==> config.mk <==
export PLATFORM = sky130hd
export DESIGN_NAME = dopi_blend
export DESIGN_NICKNAME = d
export VERILOG_FILES = /design/src/design/dopi_pkg.sv /design/src/design/dopi_blend.sv
export SDC_FILE = /design/constraint.sdc
export NUM_CORES = 1
export LEC_CHECK = 0
export BUFFER_PORTS_ARGS = -buffer_cell sky130_fd_sc_hd__buf_4
export CORE_ASPECT_RATIO = 0.5
export CORE_MARGIN = 2
export CORE_UTILIZATION = 55
export CTS_CLUSTER_DIAMETER = 120
export DETAILED_ROUTE_END_ITERATION = 6
export PLACE_DENSITY_LB_ADDON = 0.1
export SLEW_MARGIN = 20
export SYNTH_ARGS = -nofsm -noshare
export SYNTH_HDL_FRONTEND = slang
export SYNTH_SLANG_ARGS = --single-unit
==> constraint.sdc <==
create_clock -name aclk -period 13.4 [get_ports aclk]
set_input_delay 1.34 -clock aclk [delete_from_list [all_inputs] [get_ports aclk]]
set_output_delay 1.34 -clock aclk [all_outputs]
set_load 0.005 [all_outputs]
==> src/design/dopi_pkg.sv <==
package dopi_pkg;

    localparam int KEY_W   = 17;
    localparam int COORD_W = 48;
    localparam int SNAP_W  = 15;
    localparam int BLEND_W = 17;
    localparam int NUM_W   = 36;

    localparam logic [1:0] OP_CLEAR  = 2'd0;
    localparam logic [1:0] OP_LOAD   = 2'd1;
    localparam logic [1:0] OP_INTERP = 2'd2;

    localparam logic [BLEND_W-1:0] ALPHA_ONE  = 17'd65536;
    localparam logic [SNAP_W-1:0]  SNAP_RESET = 15'd32;
    localparam logic [NUM_W-1:0]   HALF_Q16   = 36'd32768;

    localparam logic CFG_SNAP_INDEX = 1'b0;

    typedef struct packed {
        logic [1:0]          operation;
        logic [16:0]         blend;
        logic [15:0]         op_tag;
        logic                op_kind;
        logic signed [15:0]  pos_x;
        logic signed [15:0]  pos_y;
        logic signed [15:0]  line_len;
    } dopi_in_t;

    typedef struct packed {
        logic signed [15:0]  out_x;
        logic signed [15:0]  out_y;
        logic signed [15:0]  out_len;
        logic                blended;
        logic                status;
    } dopi_out_t;

endpackage

==> src/design/dopi_blend.sv <==
module dopi_blend
    import dopi_pkg::*;
(
    input  logic                      aclk,
    input  logic                      aresetn,
    input  logic                      in_valid,
    input  logic signed [15:0]        from_val,
    input  logic signed [15:0]        to_val,
    input  logic        [BLEND_W-1:0] alpha,
    output logic                      out_valid,
    output logic signed [15:0]        result
);

    logic signed [16:0]      diff;
    logic signed [34:0]      prod;
    logic signed [NUM_W-1:0] num_next;
    logic signed [NUM_W-1:0] num_reg;
    logic                    num_vld_reg;
    logic        [NUM_W-1:0] mag;
    logic        [NUM_W-1:0] rnd;
    logic        [NUM_W-1:0] res_full;
    logic                    out_vld_reg;
    logic signed [15:0]      result_reg;

    assign diff     = 17'(to_val) - 17'(from_val);
    assign prod     = diff * $signed({1'b0, alpha});
    assign num_next = ($signed(NUM_W'(from_val)) <<< 16) + $signed(NUM_W'(prod));

    assign mag      = num_reg[NUM_W-1] ? NUM_W'(-num_reg) : NUM_W'(num_reg);
    assign rnd      = (mag + HALF_Q16) >> 16;
    assign res_full = num_reg[NUM_W-1] ? NUM_W'(-rnd) : rnd;

    always_ff @(posedge aclk) begin
        if (!aresetn) begin
            num_vld_reg <= 1'b0;
            out_vld_reg <= 1'b0;
        end else begin
            num_vld_reg <= in_valid;
            out_vld_reg <= num_vld_reg;
        end
    end

    always_ff @(posedge aclk) begin
        num_reg    <= num_next;
        result_reg <= res_full[15:0];
    end

    assign out_valid = out_vld_reg;
    assign result    = result_reg;

endmodule

==> results.py, run 1 <==
metrics = {
    "run_status": {
        "outcome": "finished clean",
    },
    "critical_path": {
        "crit_fanout": 11,
        "startpoint_type": "primary input",
        "reg2reg_depth": 13,
        "critPathMaxStageDelay_ns": 0.79,
        "r2r-end": "result[15]$_DFF_P_",
        "rrSetupSlack_ns": 8.42,
        "r2r_start": "num_reg[11]$_DFF_P_",
        "crit_slowest_cell": "a221oi_1",
        "required_ns": 13.58,
        "critical_path_buf_inv_count": 5,
        "crit_type": "primary input to flip-flop",
        "cp_top_family": "adder cells",
        "cp.arrival_ns": 10.49,
        "end_kind": "flip-flop",
        "cp_common_cell": "fa_1",
    },
    "cells_and_area": {
        "synthToLayoutAreaGrowth_pct": 6.03,
        "drive_gt1_frac": 0.0689,
        "largest_reg_flops": 33,
        "multi_input_area_mm2": 0.0118,
        "seqCellArea_mm2": 0.00102,
        "fin_nets": 2179,
        "fillers": 2292,
        "antenna_cells": 0,
        "final_area_mm2": 0.0154,
    },
    "min_path": {
        "hold_start": "num_vld_reg$_SDFF_PN0_",
        "hold_end": "out_valid$_SDFF_PN0_",
        "min_path_type": "flip-flop to flip-flop",
        "hold_depth": 1,
    },
    "clocking": {
        "clk_pin_slew_ns": 0.07,
        "clk_latency_ns": 0.29,
        "ctsHoldBuffers": 0,
        "post_cts_buffers": 0,
        "ctsHtreeMaxLevel": 2,
        "cts_resized": 0,
        "numCtsBuffers": 5,
        "cts_tree": "yes",
        "clk_path_buf_depth": 2,
        "cts.sinks": 51,
        "clock-root-buffer": "clkbuf_16",
    },
    "global_route": {
        "grt_pass1_wl_um": 60900,
        "grtUsageTotal": 0.275,
        "grt_max_degree": 42,
        "antenna_found_initial": 0,
        "grt_overflow": 0,
        "grt_pass1_vias": 12100,
    },
    "place": {
        "port-buffer-count": 68,
        "place_hpwl_um": 30000,
        "routabilityCongestion": 0.987,
        "dp_slack_ns": 2.96,
        "place_area_mm2": 0.0152,
    },
    "logic_synthesis": {
        "yosysTopAreaCellShare": 0.337,
        "synth_area_per_cell_um2": 8.40,
        "yosys.cell_types.count": 77,
        "syn_nets": 2178,
        "synthCells": 1724,
        "synthFlopType": "dfxtp_1",
        "synth_edf_count": 0,
        "yosysMostFrequentCell": "inv_1",
        "async_reset_ff_frac": 0,
        "yosys_warnings": 0,
        "synth.area.top_cells": "fa_1 (34%), ha_1 (14%), inv_1 (9.3%), dfxtp_1 (7.0%), nand2_1 (5.3%)",
        "ys_ff_latch": 51,
        "yosysSeqAreaShare": 0.0705,
        "synth_common_cells": "inv_1 (357), fa_1 (244), nand2_1 (203), ha_1 (158), clkbuf_1 (82)",
        "syn_area_mm2": 0.0145,
        "synth.largest_area_cell": "fa_1",
    },
    "floorplanning": {
        "core-area_mm2": 0.0255,
        "dieArea_mm2": 0.0277,
        "die_h_um": 119,
        "io_pins": 69,
        "start_util": 0.567,
        "die_w_um": 233,
        "rows": 41,
    },
    "drt": {
        "routed_wl_um": 37000,
        "routedWlPerCell_um": 17.9,
        "initialDrtViolationCount": 967,
        "ant_nets": 0,
        "met1Wirelength_um": 15800,
        "route.met3.wl_um": 3690,
        "firstDrtPassIters": 6,
        "routed-via-count": 11700,
        "via_per_inst": 5.67,
        "top_layer": "met4",
        "wl_met2_um": 16800,
        "drc_errors": 0,
    },
    "sta": {
        "finalCritPeriodShare": 0.769,
        "finalWorstSetupSlack_ns": 3.09,
        "final_max_slew_viol_count": 0,
        "worst_slew_pin_slew_ns": 1.18,
        "finClkSkew_ns": 0.00664,
        "final-hold-violation-count": 0,
        "fin_crit_ns": 10.31,
        "tns_ns": 0,
        "final-setup-viol-count": 0,
        "rsz0062_at_grt": "no",
        "fmax_mhz": 97.0,
        "slew_headroom": 0.213,
    },
    "flow_run": {
        "drv_cap": 0,
    },
}
[how the worst max path moves through the flow]
stage | from | end | slack (ns) | cells after the start
after global placement | from_val[0] | num_reg[24]$_DFF_P_ | 3.24 | 34
after CTS | from_val[0] | num_reg[24]$_DFF_P_ | 3.21 | 34
after detailed placement | from_val[0] | num_reg[24]$_DFF_P_ | 2.96 | 34
final | from_val[0] | num_reg[24]$_DFF_P_ | 3.09 | 34
after floorplan | from_val[2] | num_reg[24]$_DFF_P_ | 4.22 | 33
after global routing | from_val[0] | num_reg[24]$_DFF_P_ | 2.51 | 34
[layer usage]
| metal | track usage | vias to the layer above |
|---|---|---|
| li1 | - | 5452 |
| met1 | 0.376 | 5755 |
| met2 | 0.443 | 478 |
| met3 | 0.0661 | 58 |
| met4 | 0.0641 | 0 |
| met5 | 0 | - |
[worst reg2reg max path: cells and delay by family (launching register included)]
family                     cells  cell delay [ns]
AOI/OAI and AO/OA              4             1.41
xor gates and xnor gates       2             0.32
adders and majority gates      1             0.27
buffers and inverters          1             0.14
DFF                            1             0.30
and+or+nand+nor                5             2.47
[metrics by stage]
stage | hold WS [ns] | cells | util
3_5_place_dp | 0.439 | 2062 | 0.595
6_report | 0.452 | 2070 | 0.601
5_1_grt | 0.480 | 2070 | 0.601
2_1_floorplan | 0.412 | 1724 | -
4_1_cts | 0.458 | 2070 | 0.601
3_3_place_gp | 0.423 | 2062 | 0.595
[layout make-up]
cell class | instances | area share
Multi-Input combinational cell | 1228 | 0.769
Timing Repair Buffer | 82 | 0.0401
Clock buffer | 5 | 0.00815
Tap cell | 344 | 0.0280
Clock inverter | 3 | 0.00130
Sequential cell | 51 | 0.0665
Inverter | 357 | 0.0873
[cells by family (layout without fill, tap and decap cells)]
family / count (synthesis) / count (layout) / share of synthesized area
buffers and inverters: 445 / 447 / 0.116
muxes: 6 / 6 / 0.00510
xor gates and xnor gates: 75 / 75 / 0.0463
AOI/OAI and AO/OA: 207 / 207 / 0.102
DFF: 51 / 51 / 0.0705
adders and majority gates: 402 / 402 / 0.474
and+or+nand+nor: 538 / 538 / 0.186
[cells in the final DEF (no fill, tap or decap), drive strengths merged, types with 11 or more instances in the layout]
master / n
nand2b: 18
xnor2: 53
o21ai: 36
nor2b: 35
nor2: 53
a211oi: 11
inv: 357
and3: 14
nor3: 32
ha: 158
a21oi: 30
or3: 16
dfxtp: 51
o31ai: 11
and2: 67
nand2: 204
a21o: 13
fa: 244
nand3: 57
xor2: 21
a31oi: 14
buf: 82
o211ai: 17
Power of run 1 is left out: the tool's default activity adds up to more than one toggle a clock period on the data nets, which glitch-free logic cannot reach.
==> inputs of run 2 (changes only) <==
==> constraint.sdc (replaced) <==
create_clock -name aclk -period 8.5 [get_ports aclk]
set_input_delay 0.85 -clock aclk [delete_from_list [all_inputs] [get_ports aclk]]
set_output_delay 0.85 -clock aclk [all_outputs]
set_load 0.005 [all_outputs]
==> run 2 against run 1 <==
Compared with the run above:
- the flow now finishes with violations (design-rule violations)
- global-route usage is 0.28 points lower
- design area is 5.1% higher
- sequential share of layout area is 0.32 points lower
- first-iteration DRC count is 5.9% lower
- register-to-register slack worse by 4.8 ns
- clock-buffer cell count is 1 higher
- critical endpoint unchanged
- largest cell class unchanged
- highest routed layer unchanged
==> results.py, run 2 (same netlist as run 1, synthesis figures left out) <==
metrics = {
    "place": {
        "dp_slack_ns": -0.491,
        "dp.cells": 2150,
        "place_hpwl_um": 30400,
        "routabilityCongestion": 0.926,
        "port-buffer-count": 68,
        "place_area_mm2": 0.0159,
    },
    "critical_path": {
        "required_ns": 8.68,
        "cp.arrival_ns": 8.31,
        "startpoint_type": "primary input",
        "critPathMaxStageDelay_ns": 0.55,
        "end_kind": "flip-flop",
        "crit_slowest_cell": "fa_1",
        "cp_common_cell": "fa_1",
        "crit_fanout": 4,
        "crit_type": "primary input to flip-flop",
    },
    "cells_and_area": {
        "antenna_cells": 0,
        "fillers": 2246,
        "fin_nets": 2273,
        "final_area_mm2": 0.0161,
        "layout_common_cells": "inv_1 (357), fa_1 (243), nand2_1 (203), buf_4 (172), ha_1 (157)",
        "final_common_cell": "inv_1",
        "largest_reg_flops": 33,
        "post-route-util": 0.632,
        "drive_gt1_frac": 0.123,
        "final_cells": 2164,
        "synthToLayoutAreaGrowth_pct": 11.4,
    },
    "run_status": {
        "outcome": "finished, violations left",
        "violations": "design-rule violations",
    },
    "floorplanning": {
        "rows": 41,
        "dieArea_mm2": 0.0277,
        "core-area_mm2": 0.0255,
        "die_w_um": 233,
        "start_util": 0.567,
        "die_h_um": 119,
        "io_pins": 69,
    },
    "sta": {
        "finalCritPeriodShare": 0.957,
        "finClkSkew_ns": 0.00507,
        "fmax_mhz": 123,
        "final-setup-viol-count": 0,
        "finalWorstSetupSlack_ns": 0.362,
        "final_max_slew_viol_count": 0,
        "fin_crit_ns": 8.14,
        "final-hold-violation-count": 0,
        "worst_slew_pin_slew_ns": 1.08,
        "slew_headroom": 0.274,
    },
    "global_route": {
        "grt_pass1_wl_um": 60200,
        "grt_overflow": 0,
        "grt_pass1_vias": 12100,
        "grtUsageTotal": 0.272,
        "antenna_found_initial": 1,
        "grt_max_degree": 42,
    },
    "drt": {
        "drc_errors": 5,
        "routed-via-count": 12100,
        "routed_wl_um": 36900,
        "routedWlPerCell_um": 17.1,
        "ant_nets": 0,
        "initialDrtViolationCount": 910,
        "via_per_inst": 5.58,
        "firstDrtPassIters": 7,
    },
    "min_path": {
        "min_path_type": "flip-flop to flip-flop",
    },
    "clocking": {
        "numCtsBuffers": 5,
        "clk_pin_slew_ns": 0.06,
        "ctsHtreeMaxLevel": 2,
        "cts.sinks": 51,
        "clk_path_buf_depth": 2,
        "clk_latency_ns": 0.29,
        "clock-root-buffer": "clkbuf_16",
        "cts_tree": "yes",
    },
    "flow_run": {
        "drv_cap": 0,
    },
}
[run 2: cell types whose count changed in the layout (fill, tap and decap cells not counted), sizes merged]
cell	change
clkinvlp	-1
buf	+93
clkbuf	+2
[run 2: cell type report]
| cell class | instances | area, um^2 | share of cell area |
|---|---|---|---|
| Tap cell | 344 | 430 | 0.0267 |
| Inverter | 357 | 1340 | 0.0830 |
| Multi-Input combinational cell | 1228 | 11900 | 0.735 |
| Clock buffer | 6 | 129 | 0.00799 |
| Clock inverter | 2 | 12.5 | 0.000775 |
| Timing Repair Buffer | 176 | 1340 | 0.0830 |
| Sequential cell | 51 | 1020 | 0.0633 |
[run 2: final timing paths]
kind / start / to / slack, ns / depth (start not counted)
worst max-delay path: from_val[0] / num_reg[24]$_DFF_P_ / 0.36 / 34
worst min-delay path: num_vld_reg$_SDFF_PN0_ / out_valid$_SDFF_PN0_ / 0.44 / 1
worst max register to register: num_reg[11]$_DFF_P_ / result[15]$_DFF_P_ / 3.58 / 13
worst min register to register: num_vld_reg$_SDFF_PN0_ / out_valid$_SDFF_PN0_ / 0.44 / 1
[run 2: repair_timing]
| item | CTS | global route |
|---|---|---|
| hold buffers | 0 | 0 |
| gates resized for setup | 7 | 19 |
| endpoints found under the setup margin | 11 | 12 |
| pin swaps | 0 | 10 |
| buffers inserted | 0 | 6 |
[run 2: per-layer routing]
metal / vias up / part of all wire / GRT usage
met5: - / 0 / 0
met2: 434 / 0.45 / 0.434
met1: 5933 / 0.44 / 0.386
met4: 0 / 0.018 / 0.0467
li1: 5638 / - / -
met3: 69 / 0.089 / 0.0584
[run 2: stage by stage]
step                TNS [ns]  hold slack, ns
finish                     0           0.444
detailed placement     -4.33           0.428
floorplan                  0           0.412
global placement       -2.62           0.422
CTS                        0           0.446
global route         -0.0695           0.464
[run 2: critical path: cells and delay by family]
kind	cells	cell delay, ns
adders and majority gates	9	3.88
AOI/OAI and AO/OA	12	1.71
and+or+nand+nor	7	1.28
buffers and inverters	5	0.44
xor gates and xnor gates	1	0.14
Power of run 2 is left out for the same reason.
==> inputs of run 3 (changes only) <==
--- a/config.mk
+++ b/config.mk
@@ -11,7 +11,7 @@
 export CORE_UTILIZATION = 55
 export CTS_CLUSTER_DIAMETER = 120
 export DETAILED_ROUTE_END_ITERATION = 6
-export PLACE_DENSITY_LB_ADDON = 0.1
+export PLACE_DENSITY = 0.82
 export SLEW_MARGIN = 20
 export SYNTH_ARGS = -nofsm -noshare
 export SYNTH_HDL_FRONTEND = slang
==> run 3 against run 2 <==
Compared with the run above:
- the flow now finishes without violations
- clock skew increased by 0.0040 ns
- routed wire length shrank 2.4%
- via count increased by 0.55%
- first-iteration DRC count is 20% higher
- highest routed layer unchanged
==> results.py, run 3 (same netlist as run 1, synthesis figures left out) <==
metrics = {
    "run_status": {
        "outcome": "finished clean",
    },
    "place": {
        "dp.cells": 2130,
        "routabilityCongestion": 0.964,
        "place_hpwl_um": 29600,
        "port-buffer-count": 68,
    },
    "clocking": {
        "clk_path_buf_depth": 2,
        "ctsHtreeMaxLevel": 2,
        "cts_tree": "yes",
        "ctsHoldBuffers": 0,
        "clock-root-buffer": "clkbuf_16",
        "cts.sinks": 51,
        "clk_latency_ns": 0.29,
        "clk_pin_slew_ns": 0.07,
        "numCtsBuffers": 5,
    },
    "sta": {
        "fin_crit_ns": 8.19,
        "worst_slew_pin_slew_ns": 0.729,
        "final-hold-violation-count": 0,
        "final_max_slew_viol_count": 0,
        "fmax_mhz": 122,
        "final-setup-viol-count": 0,
        "finalCritPeriodShare": 0.964,
        "slew_headroom": 0.513,
        "finClkSkew_ns": 0.00906,
    },
    "critical_path": {
        "cp.arrival_ns": 8.38,
        "crit_type": "primary input to flip-flop",
        "required_ns": 8.68,
        "cp_common_cell": "fa_1",
        "critPathMaxStageDelay_ns": 0.54,
        "critical_path_buf_inv_count": 7,
        "end_kind": "flip-flop",
        "startpoint_type": "primary input",
        "crit_slowest_cell": "fa_1",
        "cp_top_family": "adder cells",
        "crit_fanout": 4,
    },
    "global_route": {
        "grt_pass1_wl_um": 58600,
        "grt_pass1_vias": 11800,
        "grtUsageTotal": 0.266,
        "grt_overflow": 0,
        "grt_max_degree": 42,
        "antenna_found_initial": 0,
    },
    "drt": {
        "routed-via-count": 12100,
        "drc_errors": 0,
        "top_layer": "met4",
        "route.met3.wl_um": 3480,
        "routedWlPerCell_um": 16.8,
        "via_per_inst": 5.67,
        "initialDrtViolationCount": 1090,
        "met1Wirelength_um": 14500,
        "firstDrtPassIters": 6,
        "ant_nets": 0,
        "wl_met2_um": 16300,
        "routed_wl_um": 36100,
    },
    "min_path": {
        "min_path_type": "flip-flop to flip-flop",
    },
    "cells_and_area": {
        "layout_common_cells": "inv_1 (357), fa_1 (243), nand2_1 (202), ha_1 (158), buf_4 (153)",
        "largest_reg_flops": 33,
        "final_cells": 2142,
        "antenna_cells": 0,
        "post-route-util": 0.624,
        "final_common_cell": "inv_1",
        "synthToLayoutAreaGrowth_pct": 10.1,
        "fin_nets": 2251,
        "drive_gt1_frac": 0.113,
        "fillers": 2080,
    },
    "floorplanning": {
        "dieArea_mm2": 0.0277,
        "rows": 41,
        "die_w_um": 233,
        "core-area_mm2": 0.0255,
        "start_util": 0.567,
        "die_h_um": 119,
        "io_pins": 69,
    },
    "flow_run": {
        "drv_cap": 0,
    },
}
==> run 3: cell types whose count changed in the layout (fill, tap and decap cells not counted), moves of 2 or more <==
cell,previous run,this run
xnor2_1,50,52
a21boi_1,2,0
buf_4,172,153
o21ai_2,2,4
xnor2_2,3,1
==> run 3: cell type report <==
type / count / area (um^2) / share of cell area
clock buffer: 5 / 125 / 0.00785
clock inverter: 3 / 18.8 / 0.00118
tap: 344 / 430 / 0.0270
multi-input combinational: 1228 / 11900 / 0.743
sequential: 51 / 1020 / 0.0640
inverter: 357 / 1340 / 0.0840
timing repair buffer: 154 / 1160 / 0.0727
==> run 3: layer usage <==
layer  vias to the layer above  track usage
met2                       556        0.427
met4                         0        0.109
met1                      5860        0.351
met5                         -            0
li1                       5614            -
met3                       111       0.0548
==> run 3: through the flow <==
| stage | setup WS, ns | hold slack (ns) | TNS, ns | cell area [um^2] |
|---|---|---|---|---|
| after floorplan | 0.0182 | 0.412 | 0 | 14500 |
| after global placement | -0.222 | 0.421 | -1.09 | 15700 |
| after detailed placement | -0.467 | 0.434 | -3.96 | 15700 |
| after CTS | 0.0295 | 0.453 | 0 | 15900 |
| final | 0.306 | 0.448 | 0 | 15900 |
| after global routing | -0.0231 | 0.469 | -0.0231 | 15900 |
==> run 3: worst reg2reg max path, stage by stage (launching register included) <==
cell and delay (ns):
dfxtp_1 0.30, or4_4 0.57, or3_1 0.69, o31ai_1 0.35, xnor2_1 0.16, ha_1 0.29, inv_1 0.12, or3_1 0.47
or3_1 0.46, a2111oi_2 0.54, o211ai_1 0.26, or2_1 0.27, o41ai_2 0.24, xnor2_1 0.16
==> run 3: worst paths after layout <==
check                                             from                    to  slack (ns)  depth (start not counted)
worst max-delay path                       from_val[1]   num_reg[24]$_DFF_P_        0.31                         35
worst min-delay path            num_vld_reg$_SDFF_PN0_  out_valid$_SDFF_PN0_        0.45                          1
worst max register to register     num_reg[11]$_DFF_P_    result[15]$_DFF_P_        3.56                         13
worst min register to register  num_vld_reg$_SDFF_PN0_  out_valid$_SDFF_PN0_        0.45                          1
==> run 3: what timing repair did <==
item / 4_1_cts / 5_1_grt
endpoints found under the hold margin: 0 / 0
resized for setup: 3 / 23
setup endpoints to repair: 8 / 12
buffers inserted: 0 / 4
pin swaps: 0 / 6
cloned: 0 / 0
Power of run 3 is left out for the same reason.
